## config.mk

```make
export PLATFORM = sky130hd
export DESIGN_NAME = roulette_ga_generation_engine_top
export DESIGN_NICKNAME = d
export VERILOG_FILES = /design/src/hw/rtl/gaeng_pkg.sv /design/src/hw/rtl/roulette_ga_generation_engine_top.sv /design/src/hw/rtl/gaeng_store.sv
export SDC_FILE = /design/constraint.sdc
export NUM_CORES = 1
export LEC_CHECK = 0
export BUFFER_PORTS_ARGS = -buffer_cell sky130_fd_sc_hd__buf_2
export CAP_MARGIN = 10
export CORE_ASPECT_RATIO = 0.5
export CORE_MARGIN = 3
export CORE_UTILIZATION = 23
export CTS_CLUSTER_DIAMETER = 200
export DETAILED_ROUTE_END_ITERATION = 10
export PLACE_DENSITY = 0.46
export SYNTH_ARGS = -nofsm -noshare
export SYNTH_HDL_FRONTEND = slang
export SYNTH_HIERARCHICAL = 1
export SYNTH_SLANG_ARGS = --single-unit
export TNS_END_PERCENT = 50
```

## constraint.sdc

```tcl
create_clock -name clock -period 12.13 [get_ports clock]
set_input_delay 0 -clock clock [delete_from_list [all_inputs] [get_ports clock]]
set_output_delay 0 -clock clock [all_outputs]
set_load 0.02 [all_outputs]
```

## src/hw/rtl/gaeng_pkg.sv

```systemverilog
// ----------------------------------------------------------------------------
// gaeng_pkg
// Shared widths, item codes and memory control type for the GA generation
// engine.
// ----------------------------------------------------------------------------
package gaeng_pkg;

   localparam int POP    = 16;
   localparam int IDX_W  = 4;
   localparam int GENE_W = 16;
   localparam int FIT_W  = 16;
   localparam int SUM_W  = 20;
   localparam int CUT_W  = 5;
   localparam int DRAW_W = 20;
   localparam int KIND_W = 2;
   localparam int STAT_W = 2;

   localparam logic [KIND_W-1:0] KIND_LOAD   = 2'd0;
   localparam logic [KIND_W-1:0] KIND_SELECT = 2'd1;
   localparam logic [KIND_W-1:0] KIND_CROSS  = 2'd2;
   localparam logic [KIND_W-1:0] KIND_MUTATE = 2'd3;

   localparam logic [STAT_W-1:0] STAT_OK    = 2'd0;
   localparam logic [STAT_W-1:0] STAT_RANGE = 2'd1;
   localparam logic [STAT_W-1:0] STAT_DRAW  = 2'd2;

   localparam logic [IDX_W-1:0] LAST_IDX  = IDX_W'(POP - 1);
   localparam logic [IDX_W-1:0] PAIR_LAST = IDX_W'(POP / 2 - 1);

   typedef struct packed {
      logic              re;
      logic              we;
      logic [IDX_W-1:0]  raddr;
      logic [IDX_W-1:0]  waddr;
      logic [GENE_W-1:0] wdata;
   } mem_ctl_type;

   // ones in every bit position below cut; cut past the genome gives all ones
   function automatic logic [GENE_W-1:0] low_mask(input logic [CUT_W-1:0] cut);
      logic [GENE_W-1:0] m;
      m = '0;
      for (int i = 0; i < GENE_W; i++) begin
         m[i] = (i < int'(cut));
      end
      return m;
   endfunction

endpackage

```

## src/hw/rtl/roulette_ga_generation_engine_top.sv

```systemverilog
// ----------------------------------------------------------------------------
// roulette_ga_generation_engine_top
// GA generation engine: load, roulette select, single-point crossover and
// mutate items over genome, parent and fitness stores.
// ----------------------------------------------------------------------------
// Usage:
//  Request channel (req_valid/req_ready) carries one item; req_type picks the
//  operation. Each item gives exactly one result on the rsp_ channel.
//  One item is worked on at a time; req_ready is high only while idle.
//  Load reads the old fitness entry, then writes; mutate reads, then writes;
//  crossover reads both parents, then writes each child (an out-of-range pair
//  goes straight to its result); select walks the wheel up to the last entry
//  (0..15) it needs, reading one fitness entry per cycle from the fitness store,
//  then reads the picked genome and writes it to the parent store.
//  The result register lets the next item be accepted and worked on while a
//  result waits; when the receiver stalls, the next item holds in its final
//  step, with no store written, until the result register frees.
//  Synchronous reset clears all stores (through valid bits), the fitness
//  total and the result valid flag; store reads then return zero.
// ----------------------------------------------------------------------------
module roulette_ga_generation_engine_top (
   input  logic                          clock,
   input  logic                          reset,
   input  logic                          req_valid,
   output logic                          req_ready,
   input  logic [gaeng_pkg::KIND_W-1:0]  req_type,
   input  logic [gaeng_pkg::IDX_W-1:0]   req_slot_index,
   input  logic [gaeng_pkg::GENE_W-1:0]  req_genome_bits,
   input  logic [gaeng_pkg::FIT_W-1:0]   req_fitness_value,
   input  logic [gaeng_pkg::DRAW_W-1:0]  req_wheel_draw,
   input  logic [gaeng_pkg::CUT_W-1:0]   req_cut_point,
   input  logic [gaeng_pkg::GENE_W-1:0]  req_flip_mask,
   output logic                          rsp_valid,
   input  logic                          rsp_ready,
   output logic [gaeng_pkg::IDX_W-1:0]   rsp_picked_index,
   output logic [gaeng_pkg::GENE_W-1:0]  rsp_genome_first,
   output logic [gaeng_pkg::GENE_W-1:0]  rsp_genome_second,
   output logic [gaeng_pkg::SUM_W-1:0]   rsp_fitness_sum,
   output logic [gaeng_pkg::STAT_W-1:0]  rsp_status_code
);

   localparam logic [3:0] ST_IDLE     = 4'd0;
   localparam logic [3:0] ST_LD_RD    = 4'd1;
   localparam logic [3:0] ST_LD_WR    = 4'd2;
   localparam logic [3:0] ST_SEL_RD   = 4'd3;
   localparam logic [3:0] ST_SEL_WALK = 4'd4;
   localparam logic [3:0] ST_SEL_GEN  = 4'd5;
   localparam logic [3:0] ST_SEL_WR   = 4'd6;
   localparam logic [3:0] ST_XO_RDA   = 4'd7;
   localparam logic [3:0] ST_XO_RDB   = 4'd8;
   localparam logic [3:0] ST_XO_WRA   = 4'd9;
   localparam logic [3:0] ST_XO_WRB   = 4'd10;
   localparam logic [3:0] ST_XO_ERR   = 4'd11;
   localparam logic [3:0] ST_MUT_RD   = 4'd12;
   localparam logic [3:0] ST_MUT_WR   = 4'd13;

   logic [3:0] state_ff, state_in;

   logic [gaeng_pkg::IDX_W-1:0]  slot_ff;
   logic [gaeng_pkg::GENE_W-1:0] gene_ff;
   logic [gaeng_pkg::FIT_W-1:0]  fit_ff;
   logic [gaeng_pkg::DRAW_W-1:0] draw_ff;
   logic [gaeng_pkg::CUT_W-1:0]  cut_ff;
   logic [gaeng_pkg::GENE_W-1:0] mask_ff;

   logic [gaeng_pkg::IDX_W-1:0]  cnt_ff, cnt_in;
   logic [gaeng_pkg::SUM_W-1:0]  acc_ff, acc_in;
   logic [gaeng_pkg::IDX_W-1:0]  pick_ff, pick_in;
   logic                         miss_ff, miss_in;
   logic [gaeng_pkg::GENE_W-1:0] pa_ff, pa_in;
   logic [gaeng_pkg::SUM_W-1:0]  total_ff, total_in;

   logic                          rsp_valid_ff, rsp_valid_in;
   logic [gaeng_pkg::IDX_W-1:0]   rsp_pick_ff, rsp_pick_in;
   logic [gaeng_pkg::GENE_W-1:0]  rsp_first_ff, rsp_first_in;
   logic [gaeng_pkg::GENE_W-1:0]  rsp_second_ff, rsp_second_in;
   logic [gaeng_pkg::SUM_W-1:0]   rsp_sum_ff, rsp_sum_in;
   logic [gaeng_pkg::STAT_W-1:0]  rsp_stat_ff, rsp_stat_in;

   gaeng_pkg::mem_ctl_type       gen_ctl, par_ctl, fit_ctl;
   logic [gaeng_pkg::GENE_W-1:0] gen_q, par_q, fit_q;

   logic                         accept;
   logic                         out_free;
   logic [gaeng_pkg::IDX_W-1:0]  pair_a, pair_b;
   logic [gaeng_pkg::GENE_W-1:0] cut_mask, child_a, child_b;
   logic [gaeng_pkg::SUM_W-1:0]  walk_sum, load_total;
   logic                         walk_hit;

   gaeng_store u_genome (.clock(clock), .reset(reset), .ctl(gen_ctl), .rdata(gen_q));
   gaeng_store u_parent (.clock(clock), .reset(reset), .ctl(par_ctl), .rdata(par_q));
   gaeng_store u_fitness (.clock(clock), .reset(reset), .ctl(fit_ctl), .rdata(fit_q));

   assign req_ready = (state_ff == ST_IDLE);
   assign accept    = req_valid && req_ready;
   assign out_free  = !rsp_valid_ff || rsp_ready;

   assign pair_a   = {slot_ff[gaeng_pkg::IDX_W-2:0], 1'b0};
   assign pair_b   = {slot_ff[gaeng_pkg::IDX_W-2:0], 1'b1};
   assign cut_mask = gaeng_pkg::low_mask(cut_ff);
   assign child_a  = (pa_ff & cut_mask) | (par_q & ~cut_mask);
   assign child_b  = (par_q & cut_mask) | (pa_ff & ~cut_mask);

   assign walk_sum   = acc_ff + gaeng_pkg::SUM_W'(fit_q);
   assign walk_hit   = (walk_sum >= draw_ff);
   assign load_total = total_ff - gaeng_pkg::SUM_W'(fit_q) + gaeng_pkg::SUM_W'(fit_ff);

   always_comb begin
      state_in      = state_ff;
      cnt_in        = cnt_ff;
      acc_in        = acc_ff;
      pick_in       = pick_ff;
      miss_in       = miss_ff;
      pa_in         = pa_ff;
      total_in      = total_ff;
      rsp_valid_in  = rsp_valid_ff && !rsp_ready;
      rsp_pick_in   = rsp_pick_ff;
      rsp_first_in  = rsp_first_ff;
      rsp_second_in = rsp_second_ff;
      rsp_sum_in    = rsp_sum_ff;
      rsp_stat_in   = rsp_stat_ff;
      gen_ctl       = '0;
      par_ctl       = '0;
      fit_ctl       = '0;

      case (state_ff)
         ST_IDLE: begin
            if (accept) begin
               case (req_type)
                  gaeng_pkg::KIND_LOAD:   state_in = ST_LD_RD;
                  gaeng_pkg::KIND_SELECT: state_in = ST_SEL_RD;
                  gaeng_pkg::KIND_CROSS: begin
                     state_in = (req_slot_index > gaeng_pkg::PAIR_LAST) ? ST_XO_ERR
                                                                        : ST_XO_RDA;
                  end
                  default:                state_in = ST_MUT_RD;
               endcase
            end
         end
         ST_LD_RD: begin
            fit_ctl.re    = 1'b1;
            fit_ctl.raddr = slot_ff;
            state_in      = ST_LD_WR;
         end
         ST_LD_WR: begin
            if (out_free) begin
               fit_ctl.we    = 1'b1;
               fit_ctl.waddr = slot_ff;
               fit_ctl.wdata = fit_ff;
               gen_ctl.we    = 1'b1;
               gen_ctl.waddr = slot_ff;
               gen_ctl.wdata = gene_ff;
               total_in      = load_total;
               rsp_valid_in  = 1'b1;
               rsp_pick_in   = '0;
               rsp_first_in  = gene_ff;
               rsp_second_in = '0;
               rsp_sum_in    = load_total;
               rsp_stat_in   = gaeng_pkg::STAT_OK;
               state_in      = ST_IDLE;
            end
         end
         ST_SEL_RD: begin
            fit_ctl.re    = 1'b1;
            fit_ctl.raddr = '0;
            cnt_in        = '0;
            acc_in        = '0;
            state_in      = ST_SEL_WALK;
         end
         ST_SEL_WALK: begin
            if (walk_hit || cnt_ff == gaeng_pkg::LAST_IDX) begin
               pick_in  = cnt_ff;
               miss_in  = !walk_hit;
               state_in = ST_SEL_GEN;
            end else begin
               acc_in        = walk_sum;
               cnt_in        = cnt_ff + 1'b1;
               fit_ctl.re    = 1'b1;
               fit_ctl.raddr = cnt_ff + 1'b1;
            end
         end
         ST_SEL_GEN: begin
            gen_ctl.re    = 1'b1;
            gen_ctl.raddr = pick_ff;
            state_in      = ST_SEL_WR;
         end
         ST_SEL_WR: begin
            if (out_free) begin
               par_ctl.we    = 1'b1;
               par_ctl.waddr = slot_ff;
               par_ctl.wdata = gen_q;
               rsp_valid_in  = 1'b1;
               rsp_pick_in   = pick_ff;
               rsp_first_in  = gen_q;
               rsp_second_in = '0;
               rsp_sum_in    = total_ff;
               rsp_stat_in   = miss_ff ? gaeng_pkg::STAT_DRAW : gaeng_pkg::STAT_OK;
               state_in      = ST_IDLE;
            end
         end
         ST_XO_RDA: begin
            par_ctl.re    = 1'b1;
            par_ctl.raddr = pair_a;
            state_in      = ST_XO_RDB;
         end
         ST_XO_RDB: begin
            pa_in         = par_q;
            par_ctl.re    = 1'b1;
            par_ctl.raddr = pair_b;
            state_in      = ST_XO_WRA;
         end
         ST_XO_WRA: begin
            gen_ctl.we    = 1'b1;
            gen_ctl.waddr = pair_a;
            gen_ctl.wdata = child_a;
            state_in      = ST_XO_WRB;
         end
         ST_XO_WRB: begin
            if (out_free) begin
               gen_ctl.we    = 1'b1;
               gen_ctl.waddr = pair_b;
               gen_ctl.wdata = child_b;
               rsp_valid_in  = 1'b1;
               rsp_pick_in   = '0;
               rsp_first_in  = child_a;
               rsp_second_in = child_b;
               rsp_sum_in    = total_ff;
               rsp_stat_in   = gaeng_pkg::STAT_OK;
               state_in      = ST_IDLE;
            end
         end
         ST_XO_ERR: begin
            if (out_free) begin
               rsp_valid_in  = 1'b1;
               rsp_pick_in   = '0;
               rsp_first_in  = '0;
               rsp_second_in = '0;
               rsp_sum_in    = total_ff;
               rsp_stat_in   = gaeng_pkg::STAT_RANGE;
               state_in      = ST_IDLE;
            end
         end
         ST_MUT_RD: begin
            gen_ctl.re    = 1'b1;
            gen_ctl.raddr = slot_ff;
            state_in      = ST_MUT_WR;
         end
         ST_MUT_WR: begin
            if (out_free) begin
               gen_ctl.we    = 1'b1;
               gen_ctl.waddr = slot_ff;
               gen_ctl.wdata = gen_q ^ mask_ff;
               rsp_valid_in  = 1'b1;
               rsp_pick_in   = '0;
               rsp_first_in  = gen_q ^ mask_ff;
               rsp_second_in = '0;
               rsp_sum_in    = total_ff;
               rsp_stat_in   = gaeng_pkg::STAT_OK;
               state_in      = ST_IDLE;
            end
         end
         default: begin
            state_in = ST_IDLE;
         end
      endcase
   end

   always_ff @(posedge clock) begin
      if (reset) begin
         state_ff     <= ST_IDLE;
         total_ff     <= '0;
         rsp_valid_ff <= 1'b0;
      end else begin
         state_ff     <= state_in;
         total_ff     <= total_in;
         rsp_valid_ff <= rsp_valid_in;
      end
   end

   always_ff @(posedge clock) begin
      if (accept) begin
         slot_ff <= req_slot_index;
         gene_ff <= req_genome_bits;
         fit_ff  <= req_fitness_value;
         draw_ff <= req_wheel_draw;
         cut_ff  <= req_cut_point;
         mask_ff <= req_flip_mask;
      end
      cnt_ff        <= cnt_in;
      acc_ff        <= acc_in;
      pick_ff       <= pick_in;
      miss_ff       <= miss_in;
      pa_ff         <= pa_in;
      rsp_pick_ff   <= rsp_pick_in;
      rsp_first_ff  <= rsp_first_in;
      rsp_second_ff <= rsp_second_in;
      rsp_sum_ff    <= rsp_sum_in;
      rsp_stat_ff   <= rsp_stat_in;
   end

   assign rsp_valid         = rsp_valid_ff;
   assign rsp_picked_index  = rsp_pick_ff;
   assign rsp_genome_first  = rsp_first_ff;
   assign rsp_genome_second = rsp_second_ff;
   assign rsp_fitness_sum   = rsp_sum_ff;
   assign rsp_status_code   = rsp_stat_ff;

endmodule

```

## src/hw/rtl/gaeng_store.sv

```systemverilog
// ----------------------------------------------------------------------------
// gaeng_store
// 16 x 16 synchronous store, one write and one registered read per cycle.
// Per-entry valid bits make unwritten entries read as zero after reset.
// ----------------------------------------------------------------------------
module gaeng_store (
   input  logic                          clock,
   input  logic                          reset,
   input  gaeng_pkg::mem_ctl_type        ctl,
   output logic [gaeng_pkg::GENE_W-1:0]  rdata
);

   logic [gaeng_pkg::GENE_W-1:0] mem [gaeng_pkg::POP];
   logic [gaeng_pkg::POP-1:0]    vld_ff;
   logic [gaeng_pkg::GENE_W-1:0] q_ff;
   logic                         qv_ff;

   always_ff @(posedge clock) begin
      if (ctl.we) begin
         mem[ctl.waddr] <= ctl.wdata;
      end
      if (ctl.re) begin
         q_ff <= mem[ctl.raddr];
      end
   end

   always_ff @(posedge clock) begin
      if (reset) begin
         vld_ff <= '0;
         qv_ff  <= 1'b0;
      end else begin
         if (ctl.we) begin
            vld_ff[ctl.waddr] <= 1'b1;
         end
         if (ctl.re) begin
            qv_ff <= vld_ff[ctl.raddr];
         end
      end
   end

   assign rdata = qv_ff ? q_ff : '0;

endmodule

```

After elaboration in Yosys (flattened, before gate mapping):

Memories as Yosys holds them, arrays and structs flattened. A register that Yosys moved wholly into a read port is not among the register bits.
Index checks and enable logic that the tools add are counted.

* add/sub/neg operators: 4
* equal/unequal tests: 29
* mux-type cells: 71
* reduce and logical (&&, ||, !) cells: 35
* magnitude comparators: 27
* bitwise operators: 11

Operators by type and width (number)
* $mux W20: 10
* $mux W16: 9
* $or A16 B16 Y16: 5
* $pmux W16 S5: 1
* $pmux W20 S2: 2
* $pmux W20 S4: 1
* $and A16 B16 Y16: 4
* $add A20 B16 Y20: 2
* $lt A4 B5 Y1 const A: 8
* $pmux W4 S10: 1
* $pmux W4 S2: 5
* $pmux W16 S2: 1
* $lt A4 B5 Y1 const B: 6
* $eq A4 B4 Y1 const B: 7
* $mux W4: 7
* $ge A20 B20 Y1: 1
* $lt A3 B5 Y1 const A: 4
* $mux W1: 20
* $sub A20 B16 Y20: 1
* $eq A4 B3 Y1 const B: 4
* $not A16 Y16: 1
* $xor A16 B16 Y16: 1
* $ne A2 B2 Y1 const B: 7
* $bmux W1 S4: 3
* other kinds (31): 66

* memories: 3
* output and inout bits: 60
* register bits after elaboration: 256
* logic and storage cells: 205
* bits of input ports: 83
* memory bits (writable): 768

Memories
* u_fitness.mem: depth 16, bits a word 16, rd ports 1, clocked after memory_dff 1, write ports 1, line gaeng_store.sv:13 `logic [gaeng_pkg::GENE_W-1:0] mem [gaeng_pkg::POP];`
* u_genome.mem: depth 16, bits a word 16, rd ports 1, clocked after memory_dff 1, write ports 1, line gaeng_store.sv:13
* u_parent.mem: depth 16, bits a word 16, rd ports 1, clocked after memory_dff 1, write ports 1, line gaeng_store.sv:13

Depth between registers and ports, before layout:

Gate-level depths: netlist of the first run.

* word-level depth: 11
* depth in mapped cells: 24
* depth with buffers taken out: 20

By module:

The synthesis of the first run kept the hierarchy.

By module, submodules not included
* gaeng_store: sequential area each 8508.2 µm², cells each 479, times used 3, area each 11028.1 µm²
* roulette_ga_generation_engine_top: sequential area each 5905.7 µm², cells each 1199, times used 1, area each 12258.0 µm²

Worst setup path after synthesis of the first run:

No wires, ideal clock.

* path kind: flip-flop to flip-flop
* start point: reg u_fitness.qv_ff
* end point: reg u_fitness/q_ff[10] (netlist bit), read port of u_fitness.mem, data pin
* path slack: 6751 ps
* setup time: 272 ps
* path buffers: 4
* cell stages (with the launch flop): 22
* arrival time: 5107 ps
* data required time: 11858 ps
* period minus slack after synthesis: 5379 ps
* cells stage by stage: dfxtp_1 clkbuf_1 and2_1 ha_1 fa_1 a211oi_1 o21ai_1 a22oi_1 o21ai_0 xor2_1 ha_1 and3_1 a221o_1 a21oi_1 o311a_1 and2_1 clkbuf_1 a22o_1 buf_6 buf_6 mux4_1 mux4_2

RTL lines
* from (decl): line gaeng_store.sv:16 `logic qv_ff;`
* from (signal assigned): line gaeng_store.sv:36 `qv_ff <= vld_ff[ctl.raddr];`
* to (decl): line gaeng_store.sv:15 `logic [gaeng_pkg::GENE_W-1:0] q_ff;`

==> run summary, run 1 <==
From synthesis to final layout, the design area changed by 20.1%. In this run the most critical hold path is launched from req_flip_mask[1]. Once detail routing completed, the nets flagged for antenna violations numbered 0. The post-synthesis cell type with the largest combined area is sky130_fd_sc_hd__edfxtp_1. Routed wire length: 130 mm. After synthesis, the most frequently instantiated cells are sky130_fd_sc_hd__edfxtp_1 (996), sky130_fd_sc_hd__nor2_1 (240), sky130_fd_sc_hd__mux4_2 (195). The number of buffer and inverter stages on the critical path is 1, and the number of nets in the layout is 3,122. By area the synthesized netlist is led by sky130_fd_sc_hd__edfxtp_1 (66%), sky130_fd_sc_hd__mux4_2 (9.7%), sky130_fd_sc_hd__dfxtp_1 (3.4%). After legalization and detailed placement, the total HPWL measured 80.3 mm.

The number of global-route vias before repair came out at 26,300. The areal power density over the cells is 210 nW/µm². The largest fanout of any net on the critical path works out to 35. The mapped netlist covers 45,300 µm². For this run, design rule violations remaining after detail routing come to 0. Core area: 195,000 µm². TritonCTS built the clock tree. The port buffer count is 142. The global route total overflow is 0.

Data on the critical path is required at its endpoint by 12,580 ps. Counting I/O delays and the setup requirement, the final critical path takes 7020 ps. The number of nets in the synthesized netlist is 2,795. The first TritonRoute pass finished after 5 iterations. The tools report the origin of the worst setup path as u_fitness/qv_ff. After clock tree synthesis, the clock-pin slew on the worst setup and hold paths is 60 ps. The tools report the clock group share of total power as 0.294. The reg-to-reg critical path startpoint is u_fitness/qv_ff.

The logic gate share of total power is 0.284. Entering global routing, the biggest net connects 68 pins. Once layout is done, the placed cells without fillers occupy 54,500 µm².

TritonCTS buffer count: 109. The final clock period utilization by the worst path was 0.579; the initial antenna violation count was 6. STA classifies the critical path startpoint as a flop.

The total of flip-flops plus latches after synthesis was 1,072; the average cell area after synthesis was 17.2 µm². In this design, the stage delay of the slowest critical-path cell is 650 ps. The congestion estimate from routability-driven global placement came to 0.779.

The worst setup path is captured at a flop. The floorplan has 114 rows. Count of distinct cell types in the synthesized netlist: 82. For this design, the slowest cell found on the critical path is sky130_fd_sc_hd__buf_4.

For the total placed instance area, the log shows 49,300 µm². The classification of the worst-slack hold path was primary input to flop. In this run, the number of DRC markers left after iteration 0 of detailed routing was 1,764.

By startpoint and endpoint, the worst setup path is classified as flop to flop. Among all cell types in the netlist, the one instantiated most often is sky130_fd_sc_hd__edfxtp_1. Clock skew on the completed layout was measured at 61.9 ps. The number of enable-type register cells in the synthesized netlist was 996; the x dimension of the die was 634 µm. The switching share of power is 0.327, and the worst IR drop on VDD is 142 µV.

Root buffer cell: sky130_fd_sc_hd__clkbuf_16. Synthesis handed over a netlist of 2,636 instances. After routing, the total negative slack on setup checks comes to 0 ps.

The tools report the portion of total power attributed to sequential cells as 0.422. Setup repair after global routing left no endpoint under its margin. The tools report the area of the die as 203,000 µm². Dominant register cell in the synthesized netlist: sky130_fd_sc_hd__edfxtp_1. Data on the critical path arrives at its endpoint at 7470 ps. The effective utilization at floorplan was 0.233. For this run, the number of Yosys warnings is 6. The total number of clock tree sinks is 1,072, and the mean number of vias per cell is 4.44. The area share of the largest cell type after synthesis was 0.660; the register area share after synthesis was 0.693. The first global-routing pass estimated 188 mm of wire. The flow ran to the end, and the final reports show no timing, DRC or antenna violations.

Summed over all nets, the switching power comes to 3.75 mW. Gates resized during post-CTS repair numbered 0. Layout filler cell count: 19,500. Summed over all cells, the static leakage comes to 16.8 nW.

The family of cells with the greatest summed delay on the critical path is compound AO/OA/AOI/OAI gates. The signal on the critical path passes through and2_1 > ha_1 > fa_1 > a211oi_1 > o21ai_1 > a22oi_1 > o21ai_0 > xor2_1 > ha_1 > and3_1 > a221o_1 > a21oi_1 > o311a_1 > and2_1 > a22o_4 > buf_4 > mux4_1 > mux4_2. The die boundary height came out at 320 µm.

The headroom to the max-slew limit was 0.177. The all-layer global routing usage is 0.127, and the async set or reset register ratio after synthesis is 0. The run gives 0 as the final max-slew violation count. The internal portion of total power is 7.71 mW, and the layout cell share with drive strength beyond 1 is 0.207. The buffer depth of the longest clock path came out at 3.

For this design the top-level I/O count stands at 143. For this block, the via count after detailed routing is 25,200. The run gives 0 as the total count of hold-check failures in the final report. Setup violations remaining at the end of the flow were counted as 0. The run gives 770 ps as the later-pin clock latency in the skew report. The logs give 0 for the number of max-cap violations and 142 MHz for the maximum frequency from static timing analysis. For the pin with the worst max-slew slack, the measured transition is 1230 ps. Count of H-tree levels built during CTS: 3. After detailed routing, the average wire length per cell comes to 22.9 µm.
## stage by stage
stage	hold slack [ps]	setup WS [ps]	std cells	util	power, mW
global placement	177	5050	5307	0.254	8.17
finish	47.6	5110	5666	0.280	11.5
floorplan	98.9	6750	2636	-	7.02
detailed placement	178	5070	5307	0.254	8.18
CTS	8.24	5060	5656	0.280	11.6
global route	11.4	4620	5663	0.280	12.1
## logic make-up (layout without fill, tap and decap cells)
group,Yosys count,in the layout,share of synthesized area
muxes,295,295,0.137
DFF,1072,1072,0.693
AOI/OAI and AO/OA,323,323,0.0482
buffers and inverters,229,646,0.0251
and+or+nand+nor,597,597,0.0639
other,0,3,0
adders and majority gates,76,76,0.0238
xor gates and xnor gates,44,44,0.00850
## flip-flops by register name (all words and copies together), names as in the netlist, 20 cells and up
register	flops
u_fitness/mem	256
draw_ff	20
total_ff	20
u_parent/mem	256
rsp_fitness_sum	20
u_genome/mem	256
acc_ff	20
## final timing paths
| kind | to | depth (start not counted) | slack [ps] |
|---|---|---|---|
| setup / recovery | u_fitness/q_ff[13] | 18 | 5110 |
| hold / removal | mask_ff[1] | 2 | 50 |
| setup reg to reg | u_fitness/q_ff[13] | 18 | 5110 |
| hold reg to reg | total_ff[4] | 2 | 450 |
## layout make-up
class,count,area (µm²),share of cell area
Multi-Input combinational cell,1335,13200,0.242
Clock buffer,132,2860,0.0524
Timing Repair Buffer,346,2620,0.0480
Clock inverter,69,712,0.0131
Tap cell,2610,3270,0.0600
Sequential cell,1072,31400,0.577
Inverter,99,372,0.00682
Antenna cell,3,7.51,0.000138
## power by group through the flow
stage / clock network, mW / registers, mW / logic [mW]
finish: 3.37 / 4.84 / 3.25
global route: 3.62 / 4.88 / 3.56
CTS: 3.47 / 4.86 / 3.30
detailed placement: 0 / 4.93 / 3.26
global placement: 0 / 4.93 / 3.24
floorplan: 0 / 4.91 / 2.11
## metal layers
metal  vias to the layer above  routed length (µm)  GRT usage
met5                         -                   0          0
met4                         0                4830     0.0453
met3                       170                4870     0.0196
met2                       536               66900      0.227
met1                     13400               53400      0.155
li1                      11100                   -          -
## cells in the final DEF (no fill, tap or decap), types with 59 or more instances in the layout
cell type                       count
sky130_fd_sc_hd__a21oi_1           68
sky130_fd_sc_hd__and2_1            86
sky130_fd_sc_hd__buf_2            141
sky130_fd_sc_hd__clkbuf_16        110
sky130_fd_sc_hd__dfxtp_1           76
sky130_fd_sc_hd__dlygate4sd3_1    148
sky130_fd_sc_hd__edfxtp_1         996
sky130_fd_sc_hd__ha_1              59
sky130_fd_sc_hd__inv_1             99
sky130_fd_sc_hd__mux4_2           195
sky130_fd_sc_hd__nand2_1           98
sky130_fd_sc_hd__nor2_1           200
sky130_fd_sc_hd__o21ai_0           59
## what timing repair did
| item | CTS | global route |
|---|---|---|
| hold buffers | 148 | 0 |
| setup buffers | 0 | 0 |
| hold endpoints to repair | 137 | 0 |
(Power assumes the default switching activity.)
==> inputs of run 2 (changes only) <==
- clock period: 12.13 -> 6.7 ns (I/O delays scaled with it)
==> run 2 against run 1 <==
Power increased by 84%. Utilization is 0.13 points higher. Setup slack got worse by 4600 ps. Maximum frequency rose by 13%. Worst hold slack improved by 14 ps. Sequential power rose by 80%. Combinational power up 85%. Critical endpoint is now u_fitness/q_ff[10]. Largest cell class unchanged.
==> run summary, run 2 (synthesis results as in run 1) <==
The x dimension of the die is 634 µm (unchanged), and the later-pin clock latency in the skew report is 720 ps (-50 ps). The TritonCTS buffer count came out at 108 (-0.92%). The layout cell share with drive strength beyond 1 is 0.218 (+0.0110). The total vias in the final route was 25,300 (+0.37%); the global route total overflow was 0 (unchanged). The tools report the first-pass GRT wire length as 186 mm (-1.2%). TritonCTS built the clock tree. The tools report the half-perimeter wire length after detailed placement as 80.6 mm (+0.46%). The total count of hold-check failures in the final report is 0 (unchanged), and the total of endpoints with negative setup slack in the final report is 0 (unchanged). Classification of the worst-slack hold path: primary input to flop. The layout filler cell count came out at 19,500 (-0.14%). The endpoint kind of the worst setup timing path is a flop. The run gives 4 (-2) as the initial antenna violation count.

The worst setup path is launched from a flop. The largest registers in the layout are u_fitness/mem x256, u_genome/mem x256, u_parent/mem x256. Weighted congestion at the end of routability-driven global placement: 0.783 (+0.55%). The effective utilization at floorplan came out at 0.233 (unchanged). The worst path arrival time was 6670 ps (-800 ps). The post-detailed-route wirelength per cell was 22.9 µm (-0.29%); the required time of the critical path was 7130 ps (-5450 ps). The final clock period utilization by the worst path came out at 0.931 (+0.352). The number of global-route vias before repair was 26,000 (-1.2%).

The tools report the maximum frequency from static timing analysis as 160 MHz (+13%). The port buffer count was 142 (unchanged). In the layout the commonest cells are sky130_fd_sc_hd__edfxtp_1 (996), sky130_fd_sc_hd__nor2_1 (200), sky130_fd_sc_hd__mux4_2 (195), sky130_fd_sc_hd__dlygate4sd3_1 (147), sky130_fd_sc_hd__buf_2 (141).

The count of boundary I/O pins was 143 (unchanged). The logs give 1,072 (unchanged) for the total number of clock tree sinks and 3,129 (+0.22%) for the number of nets in the layout. The all-layer global routing usage came out at 0.126 (-0.00145).

The flow ran to the end, and the final reports show no timing, DRC or antenna violations. The run gives 0.160 (-0.0167) as the headroom to the max-slew limit. The critical path is of the flop to flop type.

The buffer depth of the longest clock path came out at 3 (unchanged). The area of the die was 203,000 µm² (unchanged); the area added between synthesis and finish was 20.7%. The time the final worst path needs with I/O delays and setup was 6240 ps (-784 ps); the site row count was 114 (unchanged).

Setup repair after global routing left no endpoint under its margin. The logs give 0 ps (unchanged) for the total negative setup slack and 0.281 (+0.00131) for the final core area utilization. The tools report the worst clock skew on the final layout as 31.6 ps (-30.3 ps). The root buffer cell was sky130_fd_sc_hd__clkbuf_16.

The tools report the setup fix buffers added after clock tree synthesis as 0 (unchanged). The run gives 0 (unchanged) as the final max-slew violation count. The library cell used most frequently in the layout, excluding fill and tap cells, is sky130_fd_sc_hd__edfxtp_1.

The residual DRC count was 0 (unchanged); the largest fanout of any net on the critical path was 32 (-8.6%). The number of detailed-routing iterations run before antenna repair came out at 6 (+1). The starting DRC count in detailed routing was 1,990 (+13%); the clock-pin slew on the worst setup and hold paths was 70 ps (about the same). For the pin count of the biggest net entering global routing, the log shows 68 (unchanged). For the number of max-cap violations, the log shows 0 (unchanged). Routed wire length: 130 mm (-0.13%).

The areal power density over the cells is 385 nW/µm² (+83%), and the worst IR drop on VDD is 233 µV (+64%). The count of H-tree levels built during CTS is 3 (unchanged), and the die boundary height is 320 µm (unchanged). The mean number of vias per cell works out to 4.45 (+0.21%). The count of nets left with antenna violations after detail routing is 0 (unchanged), and the reported leakage power is 16.9 nW (+0.64%).

The actual slew at the worst max-slew pin works out to 1260 ps (+30.5 ps). For the core area, the log shows 195,000 µm² (unchanged).
## run 2: what timing repair did
action | CTS | global route
hold buffers | 147 | 0
endpoints found under the setup margin | 0 | 5
hold endpoints to repair | 130 | 0
gates resized for setup | 0 | 1
## run 2: layer usage
layer  vias up  wire (µm)  share of wire  GRT usage
met2       597      67700           0.52      0.229
li1      11100          -              -          -
met3       171       4750          0.037     0.0173
met5         -          0              0          0
met4         0       3950          0.030     0.0387
met1     13400      53400           0.41      0.154
## run 2: final cells by class
cell class	count	area [µm²]	share of cell area
clock buffers	129	2820	0.0516
inverters	99	372	0.00679
diodes	1	2.50	0.0000457
repair buffers	354	2710	0.0495
multi-input cells	1335	13200	0.241
flip-flops and latches	1072	31400	0.574
clock inverters	75	912	0.0167
well taps	2610	3270	0.0597
## run 2: final timing paths
path / startpoint / endpoint / slack [ps] / cells past startpoint
max: u_fitness/qv_ff / u_fitness/q_ff[10] / 460 / 18
min: req_wheel_draw[11] / draw_ff[11] / 60 / 2
max reg2reg: u_fitness/qv_ff / u_fitness/q_ff[10] / 460 / 18
min reg2reg: total_ff[3] / total_ff[3] / 460 / 2
## run 2: metrics by stage
stage / instance area (µm²) / instances / hold WS, ps / total power [mW] / setup slack [ps]
finish: 54700 / 5675 / 61.7 / 21.1 / 463
global route: 54700 / 5674 / 1.44 / 22.1 / 106
CTS: 54700 / 5669 / 4.99 / 21.4 / 385
detailed placement: 49500 / 5318 / 178 / 14.9 / 437
global placement: 49500 / 5318 / 176 / 14.9 / 439
floorplan: 45300 / 2636 / 98.9 / 12.7 / 1320
## run 2: worst max-delay path: stages, from the launching register on
cell	delay (ps)
sky130_fd_sc_hd__dfxtp_1	640
sky130_fd_sc_hd__and2_1	300
sky130_fd_sc_hd__ha_1	320
sky130_fd_sc_hd__a21o_1	180
sky130_fd_sc_hd__a21oi_1	250
sky130_fd_sc_hd__a211oi_1	190
sky130_fd_sc_hd__o211ai_1	260
sky130_fd_sc_hd__nor3b_1	350
sky130_fd_sc_hd__nor2_1	100
sky130_fd_sc_hd__ha_1	290
sky130_fd_sc_hd__and3_1	200
sky130_fd_sc_hd__a221o_1	350
sky130_fd_sc_hd__a21oi_1	150
sky130_fd_sc_hd__o311a_1	330
sky130_fd_sc_hd__and2_1	370
sky130_fd_sc_hd__a22o_4	280
sky130_fd_sc_hd__buf_12	280
sky130_fd_sc_hd__mux4_1	610
sky130_fd_sc_hd__mux4_2	460
## run 2: power by group
| part | switching, mW | total [mW] | internal, mW | leakage, nW |
|---|---|---|---|---|
| clock | 2.70 | 6.32 | 3.63 | 1.79 |
| sequential | 0.407 | 8.73 | 8.33 | 9.13 |
| combinational | 3.78 | 6.00 | 2.22 | 5.98 |
| total | 6.88 | 21.1 | 14.2 | 16.9 |
